--- config.mk ---
export PLATFORM = sky130hd
export DESIGN_NAME = hid_report_descriptor_classifier_flat
export DESIGN_NICKNAME = d
export VERILOG_FILES = /design/src/sv/hrdc_pkg.sv /design/src/sv/hrdc_in_if.sv /design/src/sv/hrdc_out_if.sv /design/src/sv/hrdc_parser.sv /design/src/sv/hid_report_descriptor_classifier.sv /design/src/flat_wrapper.sv
export SDC_FILE = /design/constraint.sdc
export NUM_CORES = 1
export LEC_CHECK = 0
export BUFFER_PORTS_ARGS = -buffer_cell sky130_fd_sc_hd__buf_2
export CORE_AREA = 2 2 114 116
export CTS_CLUSTER_SIZE = 16
export DETAILED_ROUTE_END_ITERATION = 10
export DIE_AREA = 0 0 116 118
export PLACE_DENSITY = 0.84
export SLEW_MARGIN = 20
export SYNTH_ARGS = -nofsm -noshare
export SYNTH_HDL_FRONTEND = slang
export SYNTH_HIERARCHICAL = 1
export SYNTH_SLANG_ARGS = --single-unit
--- constraint.sdc ---
create_clock -name i_clk -period 3.5 [get_ports i_clk]
set_input_delay 0.35 -clock i_clk [delete_from_list [all_inputs] [get_ports i_clk]]
set_output_delay 0.35 -clock i_clk [all_outputs]
set_load 0.01 [all_outputs]
--- src/sv/hrdc_pkg.sv ---
`timescale 1ns / 1ps
// hrdc_pkg: shared types and constants for the hid report descriptor classifier
// no dependencies; imported by the parser and the top level
package hrdc_pkg;

    // descriptor length limit and byte counter width
    localparam int MAX_DESC_BYTES = 256;
    localparam int BYTE_CNT_W     = $clog2(MAX_DESC_BYTES + 1);

    // item header fields
    localparam logic [7:0]  LONG_ITEM_HDR    = 8'hFE;
    localparam logic [1:0]  SIZE_CODE_FOUR   = 2'h3;
    localparam logic [1:0]  TYPE_MAIN        = 2'h0;
    localparam logic [1:0]  TYPE_GLOBAL      = 2'h1;
    localparam logic [1:0]  TYPE_LOCAL       = 2'h2;
    localparam logic [3:0]  TAG_USAGE_PAGE   = 4'h0;
    localparam logic [3:0]  TAG_USAGE        = 4'h0;
    localparam logic [3:0]  TAG_COLLECTION   = 4'hA;
    localparam logic [31:0] COLL_APPLICATION = 32'h0000_0001;

    // usage codes on the generic desktop page
    localparam logic [15:0] PAGE_GEN_DESKTOP = 16'h0001;
    localparam logic [15:0] USAGE_MOUSE      = 16'h0002;
    localparam logic [15:0] USAGE_JOYSTICK   = 16'h0004;
    localparam logic [15:0] USAGE_GAMEPAD    = 16'h0005;
    localparam logic [15:0] USAGE_KEYBOARD   = 16'h0006;

    // interface class codes for the boot path
    localparam logic [7:0]  SUBCLASS_BOOT    = 8'h01;
    localparam logic [7:0]  PROTO_KEYBOARD   = 8'h01;
    localparam logic [7:0]  PROTO_MOUSE      = 8'h02;

    typedef enum logic [1:0] {
        KIND_UNKNOWN    = 2'd0,
        KIND_KEYBOARD   = 2'd1,
        KIND_MOUSE      = 2'd2,
        KIND_CONTROLLER = 2'd3
    } t_kind;

    typedef struct packed {
        logic [7:0] desc_byte;
        logic       first_byte;
        logic       last_byte;
        logic [7:0] iface_subclass;
        logic [7:0] iface_protocol;
    } t_item;

    typedef struct packed {
        logic  valid;
        t_kind kind;
        logic  from_boot;
    } t_result;

endpackage

--- src/sv/hrdc_in_if.sv ---
`timescale 1ns / 1ps
// hrdc_in_if: descriptor byte channel, valid/ready with payload
// no dependencies
interface hrdc_in_if;
    logic       valid;
    logic       ready;
    logic [7:0] desc_byte;
    logic       first_byte;
    logic       last_byte;
    logic [7:0] iface_subclass;
    logic [7:0] iface_protocol;

    modport source (
        output valid, desc_byte, first_byte, last_byte, iface_subclass, iface_protocol,
        input  ready
    );
    modport sink (
        input  valid, desc_byte, first_byte, last_byte, iface_subclass, iface_protocol,
        output ready
    );
endinterface

--- src/sv/hrdc_out_if.sv ---
`timescale 1ns / 1ps
// hrdc_out_if: classification result channel, valid/ready with payload
// no dependencies
interface hrdc_out_if;
    logic       valid;
    logic       ready;
    logic [1:0] device_kind;
    logic       from_boot_path;

    modport source (
        output valid, device_kind, from_boot_path,
        input  ready
    );
    modport sink (
        input  valid, device_kind, from_boot_path,
        output ready
    );
endinterface

--- src/sv/hrdc_parser.sv ---
`timescale 1ns / 1ps
// hrdc_parser: parse state and per-byte item decode of the report descriptor
// depends on hrdc_pkg
module hrdc_parser
    import hrdc_pkg::*;
(
    input  logic    i_clk,
    input  logic    i_rst_n,
    input  logic    i_take,
    input  t_item   i_item,
    output t_result o_result
);

    typedef enum logic [2:0] {
        PH_IDLE      = 3'd0,
        PH_HEADER    = 3'd1,
        PH_DATA      = 3'd2,
        PH_LONG_SIZE = 3'd3,
        PH_LONG_SKIP = 3'd4,
        PH_DONE      = 3'd5
    } t_phase;

    t_phase                r_phase,      n_phase;
    logic [8:0]            r_skip,       n_skip;
    logic [2:0]            r_idx,        n_idx;
    logic [2:0]            r_size,       n_size;
    logic [31:0]           r_accum,      n_accum;
    logic [1:0]            r_type,       n_type;
    logic [3:0]            r_tag,        n_tag;
    logic [15:0]           r_page,       n_page;
    logic [15:0]           r_usage,      n_usage;
    logic                  r_have_page,  n_have_page;
    logic                  r_have_usage, n_have_usage;
    logic [BYTE_CNT_W-1:0] r_count,      n_count;

    logic       w_boot;
    logic       w_finish;
    logic       w_got;
    t_kind      w_kind;
    logic [1:0] w_code;

    always_comb begin
        n_phase      = r_phase;
        n_skip       = r_skip;
        n_idx        = r_idx;
        n_size       = r_size;
        n_accum      = r_accum;
        n_type       = r_type;
        n_tag        = r_tag;
        n_page       = r_page;
        n_usage      = r_usage;
        n_have_page  = r_have_page;
        n_have_usage = r_have_usage;
        n_count      = r_count;
        o_result     = '0;
        w_boot       = 1'b0;
        w_finish     = 1'b0;
        w_got        = 1'b0;
        w_kind       = KIND_UNKNOWN;
        w_code       = i_item.desc_byte[1:0];

        if (i_take) begin
            // first byte drops any parse in flight
            if (i_item.first_byte) begin
                n_phase      = PH_HEADER;
                n_skip       = '0;
                n_idx        = '0;
                n_size       = '0;
                n_accum      = '0;
                n_type       = '0;
                n_tag        = '0;
                n_page       = '0;
                n_usage      = '0;
                n_have_page  = 1'b0;
                n_have_usage = 1'b0;
                n_count      = '0;
                if (i_item.iface_subclass == SUBCLASS_BOOT &&
                    (i_item.iface_protocol == PROTO_KEYBOARD ||
                     i_item.iface_protocol == PROTO_MOUSE)) begin
                    w_boot             = 1'b1;
                    n_phase            = PH_DONE;
                    o_result.valid     = 1'b1;
                    o_result.from_boot = 1'b1;
                    o_result.kind      = (i_item.iface_protocol == PROTO_KEYBOARD) ?
                                         KIND_KEYBOARD : KIND_MOUSE;
                end
            end

            if (!w_boot && n_phase != PH_IDLE && n_phase != PH_DONE) begin
                case (n_phase)
                    PH_HEADER: begin
                        if (i_item.desc_byte == LONG_ITEM_HDR) begin
                            n_phase = PH_LONG_SIZE;
                        end else begin
                            n_type  = i_item.desc_byte[3:2];
                            n_tag   = i_item.desc_byte[7:4];
                            n_size  = (w_code == SIZE_CODE_FOUR) ? 3'd4 : {1'b0, w_code};
                            n_idx   = '0;
                            n_accum = '0;
                            if (n_size == 3'd0) begin
                                w_finish = 1'b1;
                            end else begin
                                n_phase = PH_DATA;
                            end
                        end
                    end
                    PH_DATA: begin
                        // little-endian gather
                        n_accum = n_accum |
                                  (32'(i_item.desc_byte) << {n_idx[1:0], 3'b000});
                        n_idx   = n_idx + 3'd1;
                        if (n_idx >= n_size) begin
                            n_phase  = PH_HEADER;
                            w_finish = 1'b1;
                        end
                    end
                    PH_LONG_SIZE: begin
                        n_skip  = {1'b0, i_item.desc_byte} + 9'd1;
                        n_phase = PH_LONG_SKIP;
                    end
                    PH_LONG_SKIP: begin
                        if (n_skip != 9'd0) begin
                            n_skip = n_skip - 9'd1;
                        end
                        if (n_skip == 9'd0) begin
                            n_phase = PH_HEADER;
                        end
                    end
                    default: begin
                        n_phase = r_phase;
                    end
                endcase

                // act on a complete short item
                if (w_finish) begin
                    if (n_type == TYPE_GLOBAL && n_tag == TAG_USAGE_PAGE) begin
                        n_page      = n_accum[15:0];
                        n_have_page = 1'b1;
                    end else if (n_type == TYPE_LOCAL && n_tag == TAG_USAGE) begin
                        n_usage      = n_accum[15:0];
                        n_have_usage = 1'b1;
                    end else if (n_type == TYPE_MAIN && n_tag == TAG_COLLECTION &&
                                 n_accum == COLL_APPLICATION &&
                                 n_have_page && n_have_usage) begin
                        w_got = 1'b1;
                        if (n_page == PAGE_GEN_DESKTOP) begin
                            if (n_usage == USAGE_KEYBOARD) begin
                                w_kind = KIND_KEYBOARD;
                            end else if (n_usage == USAGE_MOUSE) begin
                                w_kind = KIND_MOUSE;
                            end else if (n_usage == USAGE_JOYSTICK ||
                                         n_usage == USAGE_GAMEPAD) begin
                                w_kind = KIND_CONTROLLER;
                            end
                        end
                    end
                end

                if (n_count < BYTE_CNT_W'(MAX_DESC_BYTES)) begin
                    n_count = n_count + BYTE_CNT_W'(1);
                end

                if (w_got) begin
                    n_phase        = PH_DONE;
                    o_result.valid = 1'b1;
                    o_result.kind  = w_kind;
                end else if (i_item.last_byte || n_count >= BYTE_CNT_W'(MAX_DESC_BYTES)) begin
                    n_phase        = PH_DONE;
                    o_result.valid = 1'b1;
                    o_result.kind  = KIND_UNKNOWN;
                end
            end
        end
    end

    always_ff @(posedge i_clk) begin
        if (!i_rst_n) begin
            r_phase      <= PH_IDLE;
            r_skip       <= '0;
            r_idx        <= '0;
            r_size       <= '0;
            r_accum      <= '0;
            r_type       <= '0;
            r_tag        <= '0;
            r_page       <= '0;
            r_usage      <= '0;
            r_have_page  <= 1'b0;
            r_have_usage <= 1'b0;
            r_count      <= '0;
        end else begin
            r_phase      <= n_phase;
            r_skip       <= n_skip;
            r_idx        <= n_idx;
            r_size       <= n_size;
            r_accum      <= n_accum;
            r_type       <= n_type;
            r_tag        <= n_tag;
            r_page       <= n_page;
            r_usage      <= n_usage;
            r_have_page  <= n_have_page;
            r_have_usage <= n_have_usage;
            r_count      <= n_count;
        end
    end

    // a result always closes the parse
    a_result_closes: assert property (@(posedge i_clk) disable iff (!i_rst_n)
        o_result.valid |=> r_phase == PH_DONE)
        else $error("parse not closed after result");

    // nothing is reported from a closed or idle parse without a first byte
    a_quiet_when_closed: assert property (@(posedge i_clk) disable iff (!i_rst_n)
        (r_phase == PH_DONE || r_phase == PH_IDLE) && !i_item.first_byte |-> !o_result.valid)
        else $error("result from a closed parse");

    // the byte counter never passes the descriptor limit
    a_count_bound: assert property (@(posedge i_clk) disable iff (!i_rst_n)
        r_count <= BYTE_CNT_W'(MAX_DESC_BYTES))
        else $error("byte counter past limit");

endmodule

--- src/sv/hid_report_descriptor_classifier.sv ---
`timescale 1ns / 1ps
// hid_report_descriptor_classifier: top level, input register, parser and result register
// depends on hrdc_pkg, hrdc_in_if, hrdc_out_if and hrdc_parser
//
//  channel  | dir | transaction carries
//  ---------+-----+-----------------------------------------------------------------
//  i_in     | in  | desc_byte, first_byte, last_byte, iface_subclass, iface_protocol
//  o_out    | out | device_kind, from_boot_path (at most one per descriptor)
//
// one byte per cycle sustained while o_out does not stall; a byte taken into the input register
// is parsed from there, and its result, if any, is loaded into the result register and
// offered on o_out from then on
// reset is synchronous and active low; it clears the parse to idle and empties both
// registers, so bytes before the first descriptor start are ignored
// a waiting result that is not taken stalls the parse stage; the input register still
// takes a byte if it is empty, then i_in.ready stays low until the result is taken
module hid_report_descriptor_classifier
    import hrdc_pkg::*;
(
    input  logic        i_clk,
    input  logic        i_rst_n,
    hrdc_in_if.sink     i_in,
    hrdc_out_if.source  o_out
);

    // input register
    logic    r_in_vld;
    t_item   r_in_item;

    // result register
    logic    r_out_vld;
    t_kind   r_out_kind;
    logic    r_out_boot;

    logic    w_advance;
    t_result w_result;

    // the parse stage moves when the result register is free or being drained
    assign w_advance  = r_in_vld && (!r_out_vld || o_out.ready);
    assign i_in.ready = !r_in_vld || w_advance;

    always_ff @(posedge i_clk) begin
        if (!i_rst_n) begin
            r_in_vld <= 1'b0;
        end else if (i_in.ready) begin
            r_in_vld <= i_in.valid;
        end
    end

    always_ff @(posedge i_clk) begin
        if (i_in.valid && i_in.ready) begin
            r_in_item.desc_byte      <= i_in.desc_byte;
            r_in_item.first_byte     <= i_in.first_byte;
            r_in_item.last_byte      <= i_in.last_byte;
            r_in_item.iface_subclass <= i_in.iface_subclass;
            r_in_item.iface_protocol <= i_in.iface_protocol;
        end
    end

    hrdc_parser u_parser (
        .i_clk    (i_clk),
        .i_rst_n  (i_rst_n),
        .i_take   (w_advance),
        .i_item   (r_in_item),
        .o_result (w_result)
    );

    // load a fresh result, or drop the old one once taken
    always_ff @(posedge i_clk) begin
        if (!i_rst_n) begin
            r_out_vld <= 1'b0;
        end else if (w_advance && w_result.valid) begin
            r_out_vld <= 1'b1;
        end else if (o_out.ready) begin
            r_out_vld <= 1'b0;
        end
    end

    always_ff @(posedge i_clk) begin
        if (w_advance && w_result.valid) begin
            r_out_kind <= w_result.kind;
            r_out_boot <= w_result.from_boot;
        end
    end

    assign o_out.valid          = r_out_vld;
    assign o_out.device_kind    = r_out_kind;
    assign o_out.from_boot_path = r_out_boot;

    // a waiting result is never overwritten by the parse stage
    a_no_overwrite: assert property (@(posedge i_clk) disable iff (!i_rst_n)
        r_out_vld && !o_out.ready |-> !w_advance)
        else $error("result register overwritten");

    // a held byte is not replaced while the parse stage is stalled
    a_in_hold: assert property (@(posedge i_clk) disable iff (!i_rst_n)
        r_in_vld && !w_advance |-> !i_in.ready)
        else $error("input register overwritten");

    // boot path answers only keyboard or mouse
    a_boot_kind: assert property (@(posedge i_clk) disable iff (!i_rst_n)
        r_out_vld && r_out_boot |-> r_out_kind == KIND_KEYBOARD || r_out_kind == KIND_MOUSE)
        else $error("boot path gave another kind");

endmodule

--- src/flat_wrapper.sv ---
// flat-port wrapper written by rule: the top's interface ports become plain ports
module hid_report_descriptor_classifier_flat import hrdc_pkg::*;
  (i_clk, i_rst_n, i_in_valid, i_in_desc_byte, i_in_first_byte, i_in_last_byte, i_in_iface_subclass, i_in_iface_protocol, i_in_ready, o_out_valid, o_out_device_kind, o_out_from_boot_path, o_out_ready);
  hrdc_in_if i_in_i ();
  hrdc_out_if o_out_i ();
  input  logic i_clk;
  input  logic i_rst_n;
  input wire logic [$bits(i_in_i.valid)-1:0] i_in_valid;
  input wire logic [$bits(i_in_i.desc_byte)-1:0] i_in_desc_byte;
  input wire logic [$bits(i_in_i.first_byte)-1:0] i_in_first_byte;
  input wire logic [$bits(i_in_i.last_byte)-1:0] i_in_last_byte;
  input wire logic [$bits(i_in_i.iface_subclass)-1:0] i_in_iface_subclass;
  input wire logic [$bits(i_in_i.iface_protocol)-1:0] i_in_iface_protocol;
  output wire logic [$bits(i_in_i.ready)-1:0] i_in_ready;
  output wire logic [$bits(o_out_i.valid)-1:0] o_out_valid;
  output wire logic [$bits(o_out_i.device_kind)-1:0] o_out_device_kind;
  output wire logic [$bits(o_out_i.from_boot_path)-1:0] o_out_from_boot_path;
  input wire logic [$bits(o_out_i.ready)-1:0] o_out_ready;
  assign i_in_i.valid = i_in_valid;
  assign i_in_i.desc_byte = i_in_desc_byte;
  assign i_in_i.first_byte = i_in_first_byte;
  assign i_in_i.last_byte = i_in_last_byte;
  assign i_in_i.iface_subclass = i_in_iface_subclass;
  assign i_in_i.iface_protocol = i_in_iface_protocol;
  assign i_in_ready = i_in_i.ready;
  assign o_out_valid = o_out_i.valid;
  assign o_out_device_kind = o_out_i.device_kind;
  assign o_out_from_boot_path = o_out_i.from_boot_path;
  assign o_out_i.ready = o_out_ready;
  hid_report_descriptor_classifier u_core (.i_clk(i_clk), .i_rst_n(i_rst_n), .i_in(i_in_i), .o_out(o_out_i));
endmodule
# --- Yosys cells after proc, flatten, opt, wreduce, memory -nomap -nowiden ---
# Cells that the tools add are included.
classes:
  add_sub_neg: 4
  n_lt_le_gt_ge: 3
  eq_ne: 20
  shift: 1
  n_mux: 109
  n_bitwise: 1
  n_reduce_logical: 29
op_table:
  columns: ["op", "n"]
  rows:
  - ["32-bit two-way mux", 6]
  - ["16-bit two-way mux", 11]
  - ["9-bit two-way mux", 13]
  - ["3-bit two-way mux", 23]
  - ["32-bit case mux with 2 select lines", 1]
  - ["16-bit by 3-bit equality test with 1-bit output (second input constant)", 3]
  - ["4-bit two-way mux", 9]
  - ["32-bit by 1-bit equality test with 1-bit output (second input constant)", 1]
  - ["32-bit OR", 1]
  - ["8-bit by 5-bit left shift with 32-bit output", 1]
  - ["2-bit two-way mux", 15]
  - ["1-bit two-way mux", 27]
  - ["9-bit case mux with 2 select lines", 1]
  - ["16-bit by 1-bit equality test with 1-bit output (second input constant)", 1]
  - ["16-bit by 2-bit equality test with 1-bit output (second input constant)", 1]
  - ["8-bit by 1-bit equality test with 1-bit output (second input constant)", 2]
  - ["1-bit logical AND", 12]
  - ["3-bit case mux with 4 select lines", 1]
  - ["8-bit by 1-bit adder with 9-bit output (second input constant)", 1]
  - ["9-bit by 1-bit adder with 9-bit output (second input constant)", 1]
  - ["9-bit greater-or-equal comparator (second input constant)", 1]
  - ["9-bit logical NOT", 1]
  - ["9-bit less-than comparator (second input constant)", 1]
  - ["9-bit nonzero test", 1]
  - ["23 further kinds", 32]
word_totals:
  register_bits: 130
  in_bits: 30
  out_inout_bits: 5
  word_cells: 188

# --- Longest topological paths before layout ---
logic_depth:
  word_depth: 27
  mapped_depth: 18
  depth_no_buf: 14

# --- Cells and area by module ---
# Netlist, hierarchy kept.
by_module_without_submodules:
  columns: ["mod", "instances", "cells_per_inst", "area_each_um2"]
  rows:
  - ["hrdc_parser", 1, 745, 5899.4]
  - ["hid_report_descriptor_classifier", 1, 42, 983.4]

# --- Least setup slack after synthesis ---
# Ideal clock, no wire load.
synth_timing:
  path_type: "reg2reg"
  from: "reg u_core/r_in_item[17] in the netlist's numbering"
  to: "reg u_core.r_out_kind[0] (netlist: u_core/o_out.device_kind[0]), enable pin"
  arrival_time_ns: 3.539
  setup_slack_ns: -0.358
  path_stages_with_launch: 19
  n_path_buf: 4
  synth_period_minus_slack_ns: 3.858
  cell_sequence: "edfxtp_1 > clkbuf_1 > clkbuf_1 > clkbuf_1 > clkbuf_1 > nor2b_1 > ha_1 > xnor2_1 > ha_1 > a21o_1 > a31oi_1 > o2bb2ai_1 > a41oi_1 > nor4_2 > nand4b_2 > a21oi_1 > or2_1 > nand2_1 > nor2_1"
synth_lines:
  columns: ["element", "line", "source"]
  rows:
  - ["start, declared", "hid_report_descriptor_classifier.sv:28", "t_item r_in_item;"]
  - ["end signal, assigned", "hid_report_descriptor_classifier.sv:81", "r_out_kind <= w_result.kind;"]
  - ["end, declared", "hid_report_descriptor_classifier.sv:32", "t_kind r_out_kind;"]

==> run metrics <==
die area=13700 um^2; Area Overhead vs Synth=14.7%; Worst EP required=3.69 ns; total I/O pin count=35; PortBufs=34; ANT cells=0; First-pass DRT Iterations=7; FMAX=between 300 and 400 MHz; number of DRC markers in iteration 0=872; pwr dens=466 nW/um^2; synthesized cell area=a little under 7000 um^2; clk_lat worst skew=0.43 ns; most common cell after layout, fill and taps aside=nand2_1; Mapped Nets=between 800 and 900; height of the die=118 um; die width=116 um; Synth Flop Type=dfxtp_1; CTS tree=done; Internal=2780 uW; slowest stage delay, CP=0.47 ns; Util after Layout=63.6%; detailed-route wire length=17.8 mm; count of final setup violators=0; Worst Hold Class=in2reg; global-route wire length before repair=~30 mm; Max FO, Critical Path=6; clock power share=48.5%; Worst VDD drop=approximately 0.00033 V; crit path cell chain=nor2b_1, ha_1, xnor2_1, ha_1, a21o_1, a31oi_1, o2bb2ai_1, a41oi_1, nor4_2, nand4b_2, a21oi_1, or2_1, nand2_1, nor2_2; Comb pwr share=8.2%; slew margin rel.=41.5%; Final Skew=0.0111 ns; status=finished, final reports clean; CTS Sinks=130; layout cell share with drive strength beyond 1=13.9%; sequential share of power=43.3%; DR DRC count=0; synthesized flop and latch total=130; FF-to-FF setup slack=around 0.25 ns; post-synthesis sequential area ratio=42.0%; wire per inst=17.8 um; syn_area_per_cell=8.75 um^2; maximum clock insertion buffer count=2; pin count of the biggest net entering global routing=just under 70; fin nets=858; ANT nets after route=0; setup_tns=0 ns; Yosys cell types=72; Sw Ratio=24.3%; min cycle time layout=3.25 ns; Placer Congestion=roughly 1.0; FP Rows=just over 40; CTS clock-pin slew for the worst setup and hold paths=roughly 0.060 ns; GRT Util Overall=27.0%; Global Route met3 Usage=between 7 and 8%; Leakage Power=0.00279 uW; Max H-tree Level=4; GR peak layer=met2; via count=6203; transition time of the tightest slew-check pin=0.878 ns; CP dominant cell by count=ha_1; vias in the first global route=5994; Sw Pwr=893 uW; most frequent cells in the layout=nand2_1 (119), dfxtp_1 (100), nor2b_1 (47), o21ai_0 (47), nor2_1 (44); Final period util=just over 90%; Congestion Overflow GR=0; Ys Warns=6; Vias/cell=6.19; met2 Usage GRT=39.5%; CTS Root Cell=clkbuf_16; M1 GR Usage=36.3%; Slew Viols, Final=0; Core Area=12400 um^2; Initial Util=~55%; initial antenna violation count=0; Slowest-stage cell, CP=edfxtp_1; maxcap violations=0; CP endpoint kind=register; Post-synth ARST share=0%; Crit path arrival time=roughly 3.4 ns; post-synthesis cell count=787; Setup crit start kind=register; post-detail-place hpwl=12.3 mm; Post-synth EDFFs=29; cts bufs inserted=17; class of the most critical setup path=reg2reg; Final Hold Fails=0
-- final timing paths --
check             cells after the start                                        to                                startpoint
setup reg to reg                     14     u_core/o_out.device_kind[0]$_DFFE_PP_            u_core/r_in_item[17]$_DFFE_PP_
hold / removal                        1            u_core/r_in_item[12]$_DFFE_PP_                    i_in_iface_subclass[4]
setup / recovery                     14     u_core/o_out.device_kind[0]$_DFFE_PP_            u_core/r_in_item[17]$_DFFE_PP_
hold reg to reg                       2  u_core/u_parser/r_usage[10]$_SDFFE_PN0P_  u_core/u_parser/r_usage[10]$_SDFFE_PN0P_
-- stage by stage --
| step | total power, uW | area [um^2] | hold slack [ns] | cells | worst slack (ns) |
|---|---|---|---|---|---|
| floorplan | 1810 | 6890 | 0.430 | 787 | 0.00965 |
| global placement | 1910 | 7280 | 0.442 | 969 | 0.336 |
| detailed placement | 1910 | 7280 | 0.448 | 969 | 0.212 |
| CTS | 3680 | 7880 | 0.0807 | 1001 | 0.178 |
| global route | 3780 | 7900 | 0.0861 | 1002 | -0.0119 |
| finish | 3680 | 7900 | 0.0884 | 1002 | 0.251 |
-- routing by layer --
metal / vias up / wire length, um
li1: 2925 / -
met1: 2870 / 7450
met2: 336 / 8000
met3: 72 / 1700
met4: 0 / 659
met5: - / 0
-- timing repair --
item / 4_1_cts / 5_1_grt
gates resized for setup: 0 / 3
endpoints found under the setup margin: 0 / 16
hold buffers: 0 / 0
buffers inserted: 0 / 1
-- cells in the mapped netlist (5+ instances only) --
library cell    n  area, um^2
nand2_1       119         447
dfxtp_1       101        2020
nor2b_1        47         294
o21ai_0        47         235
nor2_1         45         169
clkbuf_1       41         154
a21oi_1        32         160
mux2i_1        32         320
edfxtp_1       29         871
and2_1         27         169
a22oi_1        26         195
nor4_1         18         113
a32oi_1        17         149
nor3_1         14        70.1
ha_1           11         138
nand3_1        11        55.1
nand4_1        11        68.8
inv_1          10        37.5
a21boi_0        9        67.6
nand3b_1        9        67.6
xnor2_1         8        70.1
nor3b_1         7        52.6
a211oi_1        6        45.0
buf_2           6        30.0
a21boi_1        5        37.5
nor4b_1         5        43.8
o22ai_1         5        31.3
o2bb2ai_1       5        43.8
xor2_1          5        43.8
-- cell type report --
class	instances	area, um^2
well taps	172	215
multi-input cells	592	3730
fillers	1015	4520
clock buffers	19	433
flip-flops and latches	130	2890
inverters	10	37.5
repair buffers	66	423
clock inverters	13	163
-- sequential cells by signal, indices dropped and copies added, names as in the netlist --
name                          count
u_core/r_in_vld                   1
u_core/u_parser/r_tag             4
u_core/u_parser/r_have_page       1
u_core/u_parser/r_size            3
u_core/o_out.device_kind          2
u_core/u_parser/r_page           16
u_core/u_parser/r_accum          32
u_core/u_parser/r_count           9
u_core/o_out.valid                1
u_core/u_parser/r_skip            9
u_core/r_in_item                 26
u_core/u_parser/r_type            2
u_core/o_out.from_boot_path       1
u_core/u_parser/r_idx             3
u_core/u_parser/r_phase           3
u_core/u_parser/r_have_usage      1
u_core/u_parser/r_usage          16
-- critical path: cells and delay by family (launching register included) --
kind                       cells  cell delay, ns
DFF                            1            0.47
AOI/OAI and AO/OA              5            1.01
and+or+nand+nor                6            0.89
xor gates and xnor gates       1            0.15
adders and majority gates      2            0.48
-- logic make-up after synthesis --
logic type	Yosys count	synth area share [%]
simple gates	347	27.0
xor+xnor	13	1.65
compound gates	189	18.6
flops	130	42.0
fa+ha+maj	11	2.00
buf+inv	65	4.09
mux	32	4.65
-- power by group through the flow --
| stage | Clock [uW] | Sequential [uW] | Combinational, uW |
|---|---|---|---|
| floorplan | 0 | 1610 | 200 |
| global placement | 0 | 1620 | 285 |
| detailed placement | 0 | 1620 | 287 |
| CTS | 1800 | 1590 | 289 |
| global route | 1860 | 1600 | 324 |
| finish | 1780 | 1590 | 301 |
(Power assumes the default switching activity.)
